==> config.mk <==
export PLATFORM = sky130hd
export DESIGN_NAME = mod_prime_power_of_mersenne
export DESIGN_NICKNAME = d
export VERILOG_FILES = /design/src/rtl/ppm_pkg.sv /design/src/rtl/mod_prime_power_of_mersenne.sv /design/src/rtl/ppm_mul.sv
export SDC_FILE = /design/constraint.sdc
export NUM_CORES = 1
export LEC_CHECK = 0
export ABC_AREA = 0
export BUFFER_PORTS_ARGS = -buffer_cell sky130_fd_sc_hd__buf_2
export CORE_MARGIN = 5
export CORE_UTILIZATION = 45
export CTS_CLUSTER_DIAMETER = 60
export DETAILED_ROUTE_END_ITERATION = 16
export GPL_TIMING_DRIVEN = 0
export MAX_ROUTING_LAYER = met4
export PLACE_DENSITY = 0.71
export SETUP_SLACK_MARGIN = 0.02
export SLEW_MARGIN = 20
export SYNTH_ARGS = -nofsm -noshare
export SYNTH_HDL_FRONTEND = slang
export SYNTH_SLANG_ARGS = --single-unit
==> constraint.sdc <==
create_clock -name clock -period 7.1 [get_ports clock]
set_input_delay 0.71 -clock clock [delete_from_list [all_inputs] [get_ports clock]]
set_output_delay 0.71 -clock clock [all_outputs]
set_load 0.01 [all_outputs]
==> src/rtl/ppm_pkg.sv <==
package ppm_pkg;

   // Width of one exponent word on the request side.
   localparam int EXP_W = 32;

   // Width of a residue modulo the prime.
   localparam int RES_W = 30;

   // Default number of exponent bits that take part in a power.
   localparam int EXP_BITS_DEFAULT = 32;

   // The prime modulus.
   localparam logic [RES_W-1:0] PRIME_MOD = 30'd998244353;

   // Base of the inner power.
   localparam logic [RES_W-1:0] INNER_BASE = 30'd2;

   // Neutral element of a product.
   localparam logic [RES_W-1:0] RES_ONE = 30'd1;

   // Sequencer states.
   typedef enum logic [1:0] {
      ST_IDLE,
      ST_CHECK,
      ST_MUL,
      ST_DONE
   } ppm_state_type;

endpackage

==> src/rtl/mod_prime_power_of_mersenne.sv <==
// Computes (2^k - 1)^n mod 998244353 for k = req_period_count and
// n = req_term_count, as two right-to-left square-and-multiply powers that
// share one bit-serial modular multiplier. The multiplier takes one operand
// bit per cycle, and only exponent bits up to the highest set one are
// processed. A new word is taken only when the block is idle again after
// the rsp_valid strobe, so the block works on one word at a time.
// busy stays high until the result has been shown.
// The result is valid on rsp_residue in the one cycle that rsp_valid
// is high; the receiver has to take it then, there is no stall.
module mod_prime_power_of_mersenne
   import ppm_pkg::*;
#(
   parameter int EXP_BITS = EXP_BITS_DEFAULT
)
(
   input  logic              clock,
   input  logic              reset,
   input  logic              start,
   output logic              busy,
   input  logic [EXP_W-1:0]  req_term_count,
   input  logic [EXP_W-1:0]  req_period_count,
   output logic              rsp_valid,
   output logic [RES_W-1:0]  rsp_residue
);

   // Exponent bits above EXP_BITS are ignored.
   localparam logic [EXP_W-1:0] EXP_MASK = (EXP_BITS >= EXP_W) ? {EXP_W{1'b1}} :
      EXP_W'((64'd1 << EXP_BITS) - 64'd1);

   ppm_state_type     state_ff, state_in;
   logic              outer_ff, outer_in;
   logic [EXP_W-1:0]  exp_ff, exp_in;
   logic [EXP_W-1:0]  term_ff, term_in;
   logic [RES_W-1:0]  acc_ff, acc_in;
   logic [RES_W-1:0]  base_ff, base_in;
   logic              mul_start;
   logic              mul_done;
   logic [RES_W-1:0]  prod_acc;
   logic [RES_W-1:0]  prod_sq;
   logic              accept;

   assign accept = start && (state_ff == ST_IDLE);

   // Shared multiplier: acc * base and base * base in one pass.
   ppm_mul u_mul (
      .clock     (clock),
      .reset     (reset),
      .start     (mul_start),
      .mcand_acc (acc_ff),
      .mcand_sq  (base_ff),
      .mplier    (base_ff),
      .done      (mul_done),
      .prod_acc  (prod_acc),
      .prod_sq   (prod_sq)
   );

   // Next state.
   always_comb begin
      state_in = state_ff;
      unique case (state_ff)
         ST_IDLE: begin
            if (start) begin
               state_in = ST_CHECK;
            end
         end
         ST_CHECK: begin
            if (exp_ff != '0) begin
               state_in = ST_MUL;
            end else if (outer_ff) begin
               state_in = ST_DONE;
            end
         end
         ST_MUL: begin
            if (mul_done) begin
               state_in = ST_CHECK;
            end
         end
         ST_DONE: begin
            state_in = ST_IDLE;
         end
         default: begin
            state_in = ST_IDLE;
         end
      endcase
   end

   // Outputs of the sequencer.
   always_comb begin
      busy      = 1'b1;
      rsp_valid = 1'b0;
      mul_start = 1'b0;
      unique case (state_ff)
         ST_IDLE: begin
            busy = 1'b0;
         end
         ST_CHECK: begin
            mul_start = (exp_ff != '0);
         end
         ST_MUL: begin
            busy = 1'b1;
         end
         ST_DONE: begin
            rsp_valid = 1'b1;
         end
         default: begin
            busy = 1'b1;
         end
      endcase
   end

   // Working registers of the two powers.
   always_comb begin
      outer_in = outer_ff;
      exp_in   = exp_ff;
      term_in  = term_ff;
      acc_in   = acc_ff;
      base_in  = base_ff;
      if (accept) begin
         outer_in = 1'b0;
         exp_in   = req_period_count & EXP_MASK;
         term_in  = req_term_count & EXP_MASK;
         acc_in   = RES_ONE;
         base_in  = INNER_BASE;
      end else if (state_ff == ST_CHECK && exp_ff == '0 && !outer_ff) begin
         // 2^k mod p is never zero, so subtracting one cannot wrap.
         outer_in = 1'b1;
         exp_in   = term_ff;
         acc_in   = RES_ONE;
         base_in  = acc_ff - RES_ONE;
      end else if (state_ff == ST_MUL && mul_done) begin
         if (exp_ff[0]) begin
            acc_in = prod_acc;
         end
         base_in = prod_sq;
         exp_in  = {1'b0, exp_ff[EXP_W-1:1]};
      end
   end

   always_ff @(posedge clock) begin
      if (reset) begin
         state_ff <= ST_IDLE;
         outer_ff <= 1'b0;
      end else begin
         state_ff <= state_in;
         outer_ff <= outer_in;
      end
   end

   always_ff @(posedge clock) begin
      exp_ff  <= exp_in;
      term_ff <= term_in;
      acc_ff  <= acc_in;
      base_ff <= base_in;
   end

   assign rsp_residue = acc_ff;

   // A delivered residue is always reduced.
   a_residue_reduced : assert property (@(posedge clock) disable iff (reset)
      rsp_valid |-> (rsp_residue < PRIME_MOD))
      else $error("residue not reduced modulo the prime");

   // Exactly one result per word: the strobe drops again right after it rises.
   a_single_strobe : assert property (@(posedge clock) disable iff (reset)
      rsp_valid |=> !rsp_valid)
      else $error("result strobe held for more than one cycle");

   // An accepted word makes the block busy in the next cycle.
   a_busy_after_start : assert property (@(posedge clock) disable iff (reset)
      (start && !busy) |=> busy)
      else $error("block not busy after accepting a word");

   // The multiplier is never restarted while a product is pending.
   a_no_restart : assert property (@(posedge clock) disable iff (reset)
      (state_ff == ST_MUL) |-> !mul_start)
      else $error("multiplier started while busy");

endmodule

==> src/rtl/ppm_mul.sv <==
// Dual bit-serial modular multiplier. Both products share the multiplier
// operand, so one shift register scans its bits from the top down while two
// partial products are doubled and conditionally added, one bit per cycle.
module ppm_mul
   import ppm_pkg::*;
(
   input  logic                     clock,
   input  logic                     reset,
   input  logic                     start,
   input  logic [RES_W-1:0]         mcand_acc,
   input  logic [RES_W-1:0]         mcand_sq,
   input  logic [RES_W-1:0]         mplier,
   output logic                     done,
   output logic [RES_W-1:0]         prod_acc,
   output logic [RES_W-1:0]         prod_sq
);

   localparam int CNT_W = $clog2(RES_W);
   localparam logic [CNT_W-1:0] CNT_LAST = CNT_W'(RES_W - 1);

   logic                 run_ff, run_in;
   logic                 done_ff, done_in;
   logic [CNT_W-1:0]     cnt_ff, cnt_in;
   logic [RES_W-1:0]     mplier_ff, mplier_in;
   logic [RES_W-1:0]     part_acc_ff, part_acc_in;
   logic [RES_W-1:0]     part_sq_ff, part_sq_in;

   // One step: part = (2 * part + bit * addend) mod p, both operands below p.
   function automatic logic [RES_W-1:0] dbl_add(input logic [RES_W-1:0] part,
                                                 input logic [RES_W-1:0] addend,
                                                 input logic use_add);
      logic [RES_W:0] dbl;
      logic [RES_W:0] sum;
      dbl = {part, 1'b0};
      if (dbl >= {1'b0, PRIME_MOD}) begin
         dbl = dbl - {1'b0, PRIME_MOD};
      end
      sum = dbl + (use_add ? {1'b0, addend} : '0);
      if (sum >= {1'b0, PRIME_MOD}) begin
         sum = sum - {1'b0, PRIME_MOD};
      end
      return sum[RES_W-1:0];
   endfunction

   // Load on start, then take one multiplier bit per cycle.
   always_comb begin
      run_in      = run_ff;
      done_in     = 1'b0;
      cnt_in      = cnt_ff;
      mplier_in   = mplier_ff;
      part_acc_in = part_acc_ff;
      part_sq_in  = part_sq_ff;
      if (start) begin
         run_in      = 1'b1;
         cnt_in      = CNT_LAST;
         mplier_in   = mplier;
         part_acc_in = '0;
         part_sq_in  = '0;
      end else if (run_ff) begin
         part_acc_in = dbl_add(part_acc_ff, mcand_acc, mplier_ff[RES_W-1]);
         part_sq_in  = dbl_add(part_sq_ff, mcand_sq, mplier_ff[RES_W-1]);
         mplier_in   = {mplier_ff[RES_W-2:0], 1'b0};
         cnt_in      = cnt_ff - 1'b1;
         if (cnt_ff == '0) begin
            run_in  = 1'b0;
            done_in = 1'b1;
         end
      end
   end

   always_ff @(posedge clock) begin
      if (reset) begin
         run_ff  <= 1'b0;
         done_ff <= 1'b0;
         cnt_ff  <= '0;
      end else begin
         run_ff  <= run_in;
         done_ff <= done_in;
         cnt_ff  <= cnt_in;
      end
   end

   always_ff @(posedge clock) begin
      mplier_ff   <= mplier_in;
      part_acc_ff <= part_acc_in;
      part_sq_ff  <= part_sq_in;
   end

   assign done     = done_ff;
   assign prod_acc = part_acc_ff;
   assign prod_sq  = part_sq_ff;

endmodule

==> flow_summary.yaml <==
placed_design:
  place.gp.congestion: 0.946
  port_buffers: 97
  placedCellCount: 2442
  dpl.hpwl_mm: 38.7
  dpl_worst_slack_ns: -0.583
synth:
  syn_inst: 1889
  syn_area_um2: 15500
  synth_adder_area_share: 0.0581
  synth_cell_types: 93
  synth.avg_cell_area_um2: 8.23
  synthTopCellsByArea: "edfxtp_1 18%, dfxtp_1 17%, nand2_1 7.3%, a21oi_1 5.8%, xnor2_1 5.6%"
  muxShareOfSynthArea: 0.00201
  async_flop_share: 0
  synth_nets: 2027
  yosysTopAreaCell: "edfxtp_1"
  ys_ff_latch: 224
  synthSimpleGateAreaFrac: 0.245
  synth_xor_area_frac: 0.0867
  synth_top_flop_cell: "dfxtp_1"
  synth-compound-area-share: 0.227
  synth_top_family_by_area: "simple AND/OR/NAND/NOR gates"
  ys_seq_area_frac: 0.349
  synth_top_area_share: 0.182
  ys_warn_count: 0
  synth_edf_count: 94
sta:
  final_hold_viol_count: 0
  finalSetupViolCount: 0
  holdWs_ns: 0.340
  maxSlewViolCount: 0
  clock_skew_ns: 0.0363
  period_share: 0.968
  slew_headroom: 0.384
  min_period_ns: 6.88
  worstMarginPinSlew_ns: 0.924
  finalWorstSetupSlack_ns: 0.224
  rsz0062_at_grt: "yes"
  max_freq_mhz: 145
floorplanning:
  rows: 68
  io_pins: 99
  start_util: 0.453
  die_h_um: 196
  dieArea_um2: 38300
  die_w_um: 196
  coreArea_um2: 34300
drt:
  drt_first_pass_iters: 6
  drt_iter0_markers: 1424
  detail-route-antenna-nets: 0
  drc_errors: 0
  vias: 15100
  via_per_inst: 6.04
  wl_per_cell_um: 20.0
  wirelength_mm: 49.9
critical_path:
  reg2reg_from: "u_mul.prod_sq[7]"
  cp-endpoint: "u_mul.prod_sq[18]"
  cp.required_ns: 7.53
  r2r_slack_ns: 0.22
  endpoint_kind: "flop"
  cp-start-kind: "flop"
  cp_max_fo: 10
  worst-path-buf-inv: 2
  r2r_cells: 23
  crit_slowest_cell: "or4_1"
  worstSetupPathType: "flop to flop"
  critPathTopFamily: "simple AND/OR/NAND/NOR gates"
  setup.worst_path.start: "u_mul.prod_sq[7]"
  r2r_end: "u_mul.prod_sq[18]"
  crit_chain: "or4_1, nor4_4, nand4_1, a21oi_1, nor2_1, a21oi_4, inv_2, nand2_1, nor4_1, xor2_1, ha_1, a211o_1, a221oi_2, o31a_1, o21ai_0, xnor2_1, nand3_1, nor4b_4, and4_1, o21ai_1, clkbuf_1, a31o_2, a31oi_1"
  path_depth: 23
  arrival_ns: 7.31
  max_stage_delay_ns: 0.65
clock_tree:
  cts_tree: "built"
  cts.sinks: 224
  cts_root_buf: "clkbuf_16"
  clk_pin_slew_worst_paths_ns: 0.07
  cts_made_buffers: 25
  insertion_delay_ns: 0.54
  postCtsHoldBufs: 0
  clock_path_buffers: 3
  htreeDepth: 1
global_routing:
  grt_usage: 0.249
  grt_antenna_before_repair: 0
  gr-total-overflow: 0
  grt_pass1_vias: 14200
  grt_pass1_wl_mm: 76.0
  grt_max_degree: 33
pwr:
  power.density_nw_per_um2: 285
  peakVddDrop_uv: 179
  power.leakage_nw: 6.83
worst_hold_path:
  hold_start: "req_term_count[5]"
  min_path_cells: 1
  worstHoldPathType: "primary input to flop"
cells_and_area:
  fin_cells: 2500
  drive_gt1_frac: 0.116
  nets: 2164
  syn2layout_area_growth_pct: 14.3
  diodes: 0
  nFillCells: 3201
status:
  status: "complete, no violations"
run:
  maxCapViolCount: 0
-- state kept, by name, summed over array words and instances (netlist names) --
name             cells
state_ff             2
outer_ff             1
exp_ff              32
u_mul.prod_acc      30
u_mul.done           1
base_ff             30
term_ff             32
u_mul.mplier_ff     30
u_mul.prod_sq       30
rsp_residue         30
u_mul.run_ff         1
u_mul.cnt_ff         5
-- cell usage after synthesis (all sizes together), types with 27 or more instances --
library cell	count
and2	82
a211oi	36
dfxtp	130
nand2	301
nor2	107
nor4	27
ha	69
xnor2	99
clkbuf	83
inv	31
a21oi	182
nor3	50
xor2	54
nand4	32
a31oi	31
edfxtp	94
o21ai	134
nand3	36
-- power breakdown --
group | internal [mW] | total (mW) | switching (mW)
logic | 0.698 | 1.93 | 1.23
clock network | 0.853 | 1.39 | 0.542
registers | 1.53 | 1.74 | 0.217
total | 3.08 | 5.07 | 1.99
-- cells by family (layout without fill, tap and decap cells) --
logic type               Yosys count  after routing
flip-flops                       224            224
XOR/XNOR                         153            153
AND/OR/NAND/NOR                  761            761
AO/OA/AOI/OAI                    548            548
adder cells (fa/ha/maj)           71             71
multiplexers                       3              3
buffers and inverters            129            285
-- stage by stage --
step | util | total power [mW] | TNS (ns) | instance area (µm²)
after floorplan | - | 3.05 | 0 | 15500
after global placement | 0.484 | 3.51 | -12.87 | 16600
after detailed placement | 0.485 | 3.55 | -19.49 | 16600
after CTS | 0.513 | 4.96 | 0 | 17600
after global routing | 0.518 | 5.31 | -0.0464 | 17800
final | 0.518 | 5.07 | 0 | 17800
-- final cells by class --
class / instances / area [µm²] / area share
inverter: 31 / 116 / 0.00655
buffer: 97 / 384 / 0.0216
clock buffer: 38 / 766 / 0.0431
multi-input combinational: 1536 / 9770 / 0.550
sequential: 224 / 5430 / 0.305
clock inverter: 8 / 125 / 0.00704
timing repair buffer: 111 / 611 / 0.0344
tap: 455 / 569 / 0.0320
-- per-layer routing --
layer | vias to the layer above | routed length, µm | global-route usage
li1 | 7228 | - | -
met1 | 7104 | 20800 | 0.326
met2 | 636 | 23600 | 0.404
met3 | 134 | 3510 | 0.0242
met4 | 0 | 2000 | 0.0913
met5 | - | 0 | -
-- repair_timing --
action,in CTS,in global routing
pin swaps,2,6
gates resized for setup,9,15
setup buffers,1,12
endpoints found under the setup margin,58,60
endpoints found under the hold margin,0,0
-- cells in the final DEF (no fill, tap or decap), drive strengths merged, types with 9 or more instances in the layout --
master	n
a22oi	11
or2	10
nor2b	14
and4	16
xor2	54
or3	20
a211oi	36
o21a	12
nand3	36
o21ai	134
nor2	107
ha	69
o211ai	13
clkbuf	121
and2	82
nand4	32
or4	20
xnor2	99
nand3b	9
a221oi	24
a21o	22
and3	12
nor4	27
inv	32
nand2	301
a31oi	31
a21oi	182
a31o	12
nor3	50
dfxtp	130
buf	125
edfxtp	94
nor4b	10
-- worst min path at each step --
stage          slack (ns)     endpoint
4_1_cts              0.33  term_ff[12]
3_5_place_dp         0.47     outer_ff
5_1_grt              0.33   term_ff[1]
2_1_floorplan        0.44   base_ff[9]
3_3_place_gp         0.47     outer_ff
6_report             0.34   term_ff[5]
Note: power is estimated with default switching activity, not from simulation.
